## config.mk

```make
export PLATFORM = sky130hd
export DESIGN_NAME = cgbb_mac
export DESIGN_NICKNAME = d
export VERILOG_FILES = /design/src/rtl/cgbb_pkg.sv /design/src/rtl/cgbb_mac.sv
export SDC_FILE = /design/constraint.sdc
export NUM_CORES = 1
export LEC_CHECK = 0
export BUFFER_PORTS_ARGS = -buffer_cell sky130_fd_sc_hd__buf_2
export CORE_ASPECT_RATIO = 1.1
export CORE_UTILIZATION = 55
export DETAILED_ROUTE_END_ITERATION = 12
export GPL_TIMING_DRIVEN = 0
export HOLD_SLACK_MARGIN = 0.08
export PLACE_DENSITY = 0.74
export SYNTH_ARGS = -nofsm -noshare
export SYNTH_HDL_FRONTEND = slang
export SYNTH_SLANG_ARGS = --single-unit
```

## constraint.sdc

```tcl
create_clock -name clk -period 13.1 [get_ports clk]
set_input_delay 2.62 -clock clk [delete_from_list [all_inputs] [get_ports clk]]
set_output_delay 2.62 -clock clk [all_outputs]
set_load 0.1 [all_outputs]
```

## src/rtl/cgbb_pkg.sv

```systemverilog
// Package with types, register codes and the tap weight selector of the blur block.
package cgbb_pkg;

  localparam int REG_COUNT = 5;
  localparam int TAP_W     = 4;
  localparam int WEIGHT_W  = 16;
  localparam int PROD_W    = 24;
  localparam int PADDR_W   = 5;

  localparam logic [2:0] REG_W01 = 3'd0;
  localparam logic [2:0] REG_W23 = 3'd1;
  localparam logic [2:0] REG_W45 = 3'd2;
  localparam logic [2:0] REG_W67 = 3'd3;
  localparam logic [2:0] REG_W89 = 3'd4;

  localparam logic [31:0] RST_W01 = 32'd815806653;
  localparam logic [31:0] RST_W23 = 32'd237379227;
  localparam logic [31:0] RST_W45 = 32'd20120782;
  localparam logic [31:0] RST_W67 = 32'd524344;
  localparam logic [31:0] RST_W89 = 32'd1;

  localparam logic FUNC_LOAD = 1'b0;
  localparam logic FUNC_EMIT = 1'b1;

  typedef logic [REG_COUNT-1:0][31:0] cgbb_wregs_t;

  typedef struct packed {
    logic clear;
    logic en;
  } cgbb_mac_ctl_t;

  function automatic logic [WEIGHT_W-1:0] tap_weight(cgbb_wregs_t w, logic [TAP_W-1:0] tap);
    logic [31:0] word;
    begin
      word = (tap[3:1] < 3'(REG_COUNT)) ? w[tap[3:1]] : '0;
      tap_weight = tap[0] ? word[31:16] : word[15:0];
    end
  endfunction

endpackage

```

## src/rtl/cgbb_mac.sv

```systemverilog
// Shared multiply-accumulate unit with a registered product stage.
module cgbb_mac
  import cgbb_pkg::*;
(
  input  logic                clk,
  input  logic                rst,
  input  cgbb_mac_ctl_t       ctl,
  input  logic [WEIGHT_W-1:0] weight,
  input  logic [7:0]          data,
  output logic [PROD_W-1:0]   acc,
  output logic                busy
);

  logic [PROD_W-1:0] prod;
  logic              prod_valid;

  always_ff @(posedge clk) begin
    if (rst) begin
      prod_valid <= 1'b0;
    end else begin
      prod_valid <= ctl.en;
    end
  end

  always_ff @(posedge clk) begin
    if (ctl.en) begin
      prod <= PROD_W'(weight * data);
    end
  end

  always_ff @(posedge clk) begin
    if (ctl.clear) begin
      acc <= '0;
    end else if (prod_valid) begin
      acc <= acc + prod;
    end
  end

  assign busy = prod_valid;

endmodule

```

==> metrics <==
outcome completed; hold_sp acc[22]; slowest stage delay, CP 530 ps; Max Cap Violations 0; chip width 109 um; R2R Path End acc[23]; Layout Nets 1,005; final slew viol count 0; min cycle time layout 7400 ps; GP Congestion 0.940; root buf cell clkbuf_16; via count 5,474; GR Overflow Total 0; Avg Cell Area, Syn 9.12 um^2; Placed Cells incl. Taps 972; starting DRC count in detailed routing 266; clock slew seen by the registers of the worst setup and hold paths 60 ps; crit path DAT 7440 ps; Setup WS post-layout 5700 ps; slowest cell on the critical path or4_1; first-pass GRT wire length 25.6 mm; mapped cell area 0.00699 mm^2; number of I/O pins 53; Reg2Reg Setup Slack 10,370 ps; Worst R2R Start prod[13]; clock latency on the worst-skew pair 300 ps; Slew HR 0.482; post_cts resized 0; WHS Path Cells 2; number of distinct library cells after synthesis 58; pwr/cell area 193 mW/mm^2; vias in the first global route 5,506; cts hold-fix bufs 0; sequential area share after synthesis 0.175; warnings from Yosys 0; post-DP HPWL 12.7 mm; Most common cell on crit path fa_1; setup repair after global routing missed its margin false; synthesis-to-finish area growth 8.88%; synthesized flop and latch total 49; largest net degree at the start of global routing 26; EDFF count, synth 24; async set-or-reset flop fraction in the synthesized netlist 0; Hold Path Sink acc[22]; Slew @ Worst Pin 776 ps; Die Footprint 0.0132 mm^2; Post-Synthesis Net Count 946; final worst path period share 0.565; maximum VDD drop 0.152 mV; # DRC 0; Crit Path Category in2reg; Synth Instances 766; setup tns final 0 ps; Total GRT Usage 0.248; Crit path buffers/inverters 4; FMAX 0.135 GHz; fin util 0.624; count of final setup violators 0; share of the synthesized area in the top cell type 0.244; Clock Sinks 49; share of cells above drive strength 1 0.0896; Antenna Cells 0; Worst setup EP type flop; TritonRoute pass-1 iters 5; TritonCTS clock tree done; DIE HEIGHT 120 um; Worst Hold Class reg2reg; initial antenna violation count 0; WL/cell 15.6 um; Crit Path Max Fanout 10; Worst path top cell family by delay adder cells; clock buffer depth 2; CP required 13,140 ps; critical path launch point type primary input; # Post-CTS Setup Buffers 0; ys flop type dfxtp_1; H-tree levels 2; area leader, netlist fa_1; clock buffer count from CTS 5; Detailed Route WL 15.3 mm; drt via density 5.59; Hold Fails Final Rpt 0; leakage 3.70 nW; ranking of synthesized cells by area fa_1 24%, ha_1 12%, edfxtp_1 10%; crit path cell chain buf_2 -> clkbuf_1 -> and2_1 -> fa_1 -> fa_1 -> fa_1 -> inv_1 -> fa_1 -> inv_1 -> ha_1 -> or4_1 -> o211a_1 -> o21a_1 -> o211ai_1 -> a21oi_1 -> a311o_1; port buffer count 52; R2R cell count 7; Core Region 0.0122 mm^2; Routed Antenna Nets 0; Starting Density 0.573; Rows 42; clock skew 7.74 ps; Placement Setup Slack 5420 ps; Non-Filler Instances 980
==> layer usage <==
metal / vias to the layer above / GRT usage / part of all wire
li1: 2656 / - / -
met1: 2641 / 0.315 / 0.44
met2: 148 / 0.438 / 0.50
met3: 29 / 0.0275 / 0.038
met4: 0 / 0.0792 / 0.020
met5: - / 0 / 0
==> power breakdown <==
| part | leakage [nW] | switching [mW] | total (mW) | internal, mW |
|---|---|---|---|---|
| registers | 0.439 | 0.0279 | 0.272 | 0.244 |
| clock network | 0.0810 | 0.0566 | 0.147 | 0.0905 |
| logic | 3.18 | 0.641 | 1.05 | 0.406 |
==> cells in the mapped netlist, drive strengths merged, types with 4 or more instances <==
master	instances
a211oi	4
nand4	6
clkbuf	18
o21ai	21
o211ai	9
o22ai	4
a21oi	37
nand3b	8
ha	67
dfxtp	25
o21a	10
edfxtp	24
mux2i	9
fa	85
and2	111
nor4	5
nand2b	15
xor2	11
nor3	10
nand2	43
nor2	38
xnor2	16
inv	108
a21o	18
o21bai	5
o31ai	5
nand3	5
nor2b	8
a31oi	4
==> area by class of cell <==
cell class / instances / area, um^2
inverter: 108 / 405
buffer: 21 / 92.6
clock inverter: 2 / 38.8
sequential: 49 / 1220
timing repair buffer: 52 / 260
fill: 1022 / 4580
tap: 154 / 193
clock buffer: 6 / 129
multi-input combinational: 588 / 5270
==> cells in the final DEF (no fill, tap or decap), types with 3 or more instances in the layout <==
cell,count
clkbuf_16,5
nor4_1,5
xor2_1,11
a21o_1,18
mux2i_1,9
o21bai_1,5
nand3b_1,8
nor2b_1,8
dfxtp_1,25
xnor2_1,16
and2_1,111
nand2b_1,15
o22ai_1,4
inv_1,108
and3_1,3
o31a_1,3
o31ai_1,5
nand2_1,43
clkbuf_1,18
o21ai_0,20
o211ai_1,9
fa_1,85
ha_1,67
a211oi_1,4
a31oi_1,4
a21oi_1,36
or3b_2,3
buf_2,55
nor2_1,38
nand3_1,5
edfxtp_1,24
nor3_1,10
nand4_1,5
o21a_1,10
==> per-stage QoR <==
step	total power, mW	hold slack [ps]	cell area [um^2]
after detailed placement	1.31	491	7440
after CTS	1.47	498	7610
after global routing	1.61	526	7610
after global placement	1.28	478	7440
final	1.47	497	7610
after floorplan	1.12	568	6990
==> flip-flops by register name (all words and copies together), names as in the netlist <==
signal / cells
busy: 1
prod: 24
acc: 24
==> worst max-delay path by stage <==
stage | start | endpoint | slack, ps | cells past startpoint
6_report | data[4] | prod[19] | 5700 | 16
5_1_grt | data[4] | prod[19] | 5530 | 16
4_1_cts | data[4] | prod[19] | 5720 | 16
3_5_place_dp | data[4] | prod[19] | 5420 | 16
3_3_place_gp | data[4] | prod[19] | 5460 | 16
2_1_floorplan | data[2] | prod[19] | 6100 | 15
==> cell families after synthesis <==
group           count (synthesis)  share of synthesized area
simple gates                  264                      0.211
fa+ha+maj                     152                      0.363
compound gates                135                      0.131
buf+inv                       129                     0.0713
flops                          49                      0.175
xor+xnor                       27                     0.0338
mux                            10                     0.0145
==> worst min-delay path, stage by stage, from the launching register on <==
cell and delay [ps]:
dfxtp_1 330, nand2_1 50, o21ai_0 70
No activity file was read; power rests on OpenSTA's default activity.
