File: src/rtl/cgbb_pkg.sv
// Package with types, register codes and the tap weight selector of the blur block.
package cgbb_pkg;

  localparam int REG_COUNT = 5;
  localparam int TAP_W     = 4;
  localparam int WEIGHT_W  = 16;
  localparam int PROD_W    = 24;
  localparam int PADDR_W   = 5;

  localparam logic [2:0] REG_W01 = 3'd0;
  localparam logic [2:0] REG_W23 = 3'd1;
  localparam logic [2:0] REG_W45 = 3'd2;
  localparam logic [2:0] REG_W67 = 3'd3;
  localparam logic [2:0] REG_W89 = 3'd4;

  localparam logic [31:0] RST_W01 = 32'd815806653;
  localparam logic [31:0] RST_W23 = 32'd237379227;
  localparam logic [31:0] RST_W45 = 32'd20120782;
  localparam logic [31:0] RST_W67 = 32'd524344;
  localparam logic [31:0] RST_W89 = 32'd1;

  localparam logic FUNC_LOAD = 1'b0;
  localparam logic FUNC_EMIT = 1'b1;

  typedef logic [REG_COUNT-1:0][31:0] cgbb_wregs_t;

  typedef struct packed {
    logic clear;
    logic en;
  } cgbb_mac_ctl_t;

  function automatic logic [WEIGHT_W-1:0] tap_weight(cgbb_wregs_t w, logic [TAP_W-1:0] tap);
    logic [31:0] word;
    begin
      word = (tap[3:1] < 3'(REG_COUNT)) ? w[tap[3:1]] : '0;
      tap_weight = tap[0] ? word[31:16] : word[15:0];
    end
  endfunction

endpackage

File: src/rtl/cgbb_regs.sv
// APB register file holding the five tap weight registers.
module cgbb_regs
  import cgbb_pkg::*;
(
  input  logic               clk,
  input  logic               rst,
  input  logic               psel,
  input  logic               penable,
  input  logic               pwrite,
  input  logic [PADDR_W-1:0] paddr,
  input  logic [31:0]        pwdata,
  output logic [31:0]        prdata,
  output logic               pready,
  output cgbb_wregs_t        weights
);

  logic [2:0] reg_index;
  logic       wr_en;

  assign pready    = 1'b1;
  assign reg_index = paddr[4:2];
  assign wr_en     = psel && penable && pwrite && pready;

  always_ff @(posedge clk) begin
    if (rst) begin
      weights[REG_W01] <= RST_W01;
      weights[REG_W23] <= RST_W23;
      weights[REG_W45] <= RST_W45;
      weights[REG_W67] <= RST_W67;
      weights[REG_W89] <= RST_W89;
    end else if (wr_en && reg_index < 3'(REG_COUNT)) begin
      weights[reg_index] <= pwdata;
    end
  end

  always_comb begin
    case (reg_index)
      REG_W01: prdata = weights[REG_W01];
      REG_W23: prdata = weights[REG_W23];
      REG_W45: prdata = weights[REG_W45];
      REG_W67: prdata = weights[REG_W67];
      REG_W89: prdata = weights[REG_W89];
      default: prdata = '0;
    endcase
  end

endmodule

File: config.mk
export PLATFORM = sky130hd
export DESIGN_NAME = cgbb_regs
export DESIGN_NICKNAME = d
export VERILOG_FILES = /design/src/rtl/cgbb_pkg.sv /design/src/rtl/cgbb_regs.sv
export SDC_FILE = /design/constraint.sdc
export NUM_CORES = 1
export LEC_CHECK = 0
export BUFFER_PORTS_ARGS = -buffer_cell sky130_fd_sc_hd__buf_4
export CELL_PAD_IN_SITES_DETAIL_PLACEMENT = 2
export CELL_PAD_IN_SITES_GLOBAL_PLACEMENT = 2
export CORE_MARGIN = 1.5
export CORE_UTILIZATION = 31
export DETAILED_ROUTE_END_ITERATION = 10
export PLACE_DENSITY_LB_ADDON = 0.12
export SYNTH_ARGS = -nofsm -noshare
export SYNTH_HDL_FRONTEND = slang
export SYNTH_SLANG_ARGS = --single-unit
export TNS_END_PERCENT = 30
File: constraint.sdc
create_clock -name clk -period 1.3 [get_ports clk]
set_input_delay 0 -clock clk [delete_from_list [all_inputs] [get_ports clk]]
set_output_delay 0 -clock clk [all_outputs]
set_load 0.01 [all_outputs]
==> flow_metrics.py <==
metrics = {
    "run_status": {
        "status": "finished, violations left",
        "violations": "negative setup slack",
    },
    "logic_synthesis": {
        "netlist_area_sq_mm": 0.007505,
        "synthArstFlopShare": 0,
        "ys_types": 29,
        "ys_ff_latch": 160,
        "ys.flop_type": "dfxtp_1",
        "synth-edff-count": 0,
        "avgSynthCellArea_sq_um": 10.05,
        "syn_nets": 789,
        "yosysWarnings": 0,
        "synthCells": 747,
        "yosysSeqAreaShare": 0.4268,
    },
    "floorplan": {
        "ios": 235,
        "die_y_microns": 158.6,
        "core_sq_mm": 0.02361,
        "start_util": 0.3178,
        "fp.dieW_microns": 158.6,
        "rows": 56,
        "die_area_sq_mm": 0.02515,
    },
    "clock_tree": {
        "clock_latency_ns": 0.42,
        "root_buffer": "clkbuf_16",
        "h-tree-depth": 4,
        "clock-sinks": 160,
        "path_clk_slew_ns": 0.08,
        "cts_tree": "built",
        "clockBufferDepth": 2,
        "cts_buffers": 17,
    },
    "drt": {
        "drc": 0,
        "wl_per_cell_microns": 22.16,
        "num_vias": 6926,
        "via_per_inst": 5.081,
        "first_iter_violations": 250,
        "drt_pass1_iterations": 4,
        "antenna_left": 0,
        "wirelength_mm": 30.20,
    },
    "setup_path": {
        "max_stage_delay_ns": 0.33,
        "timing.critical_path.required_ns": 1.30,
        "critPathArrivalTime_ns": 1.49,
        "slowest_stage": "dfxtp_2",
        "critPathMaxFanout": 2,
        "path_buf_inv": 1,
        "crit_path_start_kind": "register",
        "cp-end-kind": "primary output",
        "r2r_start": "weights[29]",
        "cp_top_family": "flip-flops",
        "r2r.worst_path.cells": 2,
        "timing_worst_setup_path_type": "register to primary output",
        "r2r-end": "weights[29]",
        "r2r_slack_ns": 0.36,
        "crit_chain": "mux2_2, a22oi_2, o22ai_1, buf_4",
    },
    "sta": {
        "max_freq_mhz": 672.5,
        "drv_slew": 0,
        "period_minus_slack_ns": 1.487,
        "fin_crit_sh": 1.144,
        "setup-violations-final": 32,
        "worst_slew_pin_slew_ns": 0.5533,
        "slew_headroom": 0.6311,
        "skew_ns": 0,
        "hold_viol": 0,
        "rsz0062_at_grt": "true",
        "worst_slack_ns": -0.1871,
        "finalSetupTns_ns": -3.945,
        "worst_hold_slack_ns": 0.01493,
    },
    "power_and_ir_drop": {
        "cellPowerDensity_mw_per_mm2": 1002,
        "p_leak_nw": 5.123,
        "ir_drop_uv": 583.0,
    },
    "grt": {
        "grt_pass1_wl_mm": 44.75,
        "grt_usage": 0.2393,
        "grt_pass1_vias": 7519,
        "antenna_found_initial": 0,
        "grt_max_degree": 52,
        "grt_overflow": 0,
    },
    "final_layout": {
        "area_growth_pct": 49.27,
        "final_util": 0.4744,
        "final_layout_size_suffix_gt1_frac": 0.4382,
        "fillCellCount": 2451,
        "multi_input_comb_area_sq_mm": 0.004148,
        "seq_area_sq_mm": 0.003276,
        "regMostFlops": "weights",
        "fin_cells": 1363,
        "reg_top3": "weights x160",
        "largest_reg_flops": 160,
        "nets": 1072,
    },
    "min_path": {
        "min_from": "pwdata[15]",
        "hold_depth": 3,
        "hold_path.class": "primary input to register",
        "whs_endpoint": "weights[143]",
    },
    "flow_run": {
        "cap_viol_max_count": 0,
    },
    "place": {
        "gp_congestion": 0.7848,
        "hpwl_mm": 21.17,
        "portBuffers": 231,
        "place_inst": 1279,
        "dp_slack_ns": -0.04169,
    },
}
==> repair_timing <==
| action | 4_1_cts | 5_1_grt |
|---|---|---|
| gates resized for setup | 80 | 11 |
| endpoints found under the setup margin | 32 | 32 |
| pin swaps | 34 | 1 |
| hold buffers | 32 | 0 |
| endpoints found under the hold margin | 143 | 0 |
| setup buffers | 16 | 3 |
| gates cloned | 0 | 0 |
==> cells in the mapped netlist, drive strengths merged, types with 4 or more instances <==
cell type	n	area [sq um]
dfxtp	160	3203
mux2i	156	1562
nand2b	148	925.9
nor2	63	244.0
a22oi	62	465.5
buf	39	250.2
mux2	32	360.4
o22ai	32	200.2
clkbuf	28	105.1
a211o	4	35.03
a21boi	4	30.03
and3	4	25.02
==> placed cells by master (no fill, tap or decap), types with 19 or more instances in the layout <==
master	n
o22ai_1	25
mux2i_1	156
a22oi_2	19
dlygate4sd3_1	32
buf_4	281
nand2b_1	148
nor2_1	62
a22oi_1	43
dfxtp_2	55
mux2_2	25
dfxtp_1	104
==> power by group <==
part / switching, mW / total, mW / internal (mW) / leakage, nW
registers: 0.0375 / 4.97 / 4.94 / 1.30
logic: 0.635 / 1.24 / 0.601 / 3.53
clock network: 2.26 / 5.02 / 2.76 / 0.287
total: 2.93 / 11.2 / 8.30 / 5.12
==> per-stage QoR <==
step | total power [mW] | area, sq um
2_1_floorplan | 5.642 | 7505
6_report | 11.23 | 11200
4_1_cts | 11.30 | 11130
3_5_place_dp | 6.188 | 9912
5_1_grt | 11.63 | 11200
3_3_place_gp | 6.153 | 9912
==> area by class of cell <==
class                   count  share of cell area
repair buffers            331              0.2491
clock buffers              18             0.03920
flip-flops and latches    160              0.2924
diodes                      1           0.0002234
multi-input cells         519              0.3703
inverters                   1           0.0003351
clock inverters            14             0.01284
well taps                 319             0.03563
==> worst min-delay path, cell delays in order <==
cell and delay [ns]:
buf_4 0.08, nand2b_1 0.15, mux2i_1 0.16
==> kinds of logic after synthesis <==
family,count (synthesis),share of synthesized area
AOI/OAI and AO/OA,104,0.09887
buffers and inverters,68,0.04785
DFF,160,0.4268
muxes,188,0.2561
other,1,0.0004997
and+or+nand+nor,226,0.1699
==> how the worst max path moves through the flow <==
stage                       from           to  slack (ns)  cells past startpoint
finish              weights[101]    prdata[5]       -0.19                      4
global route        weights[101]    prdata[5]       -0.25                      4
CTS                  weights[74]   prdata[10]       -0.16                      4
detailed placement      paddr[4]  weights[67]       -0.04                      5
global placement        paddr[4]  weights[71]       -0.01                      5
floorplan               paddr[4]  weights[85]        0.21                      5
==> per-layer routing <==
layer	part of all wire	GRT usage	vias to the layer above
met5	0	0	-
met2	0.51	0.4388	179
met1	0.43	0.2820	3515
li1	-	-	3195
met3	0.042	0.04273	37
met4	0.017	0.07254	0
Note: power is estimated with default switching activity, not from simulation.
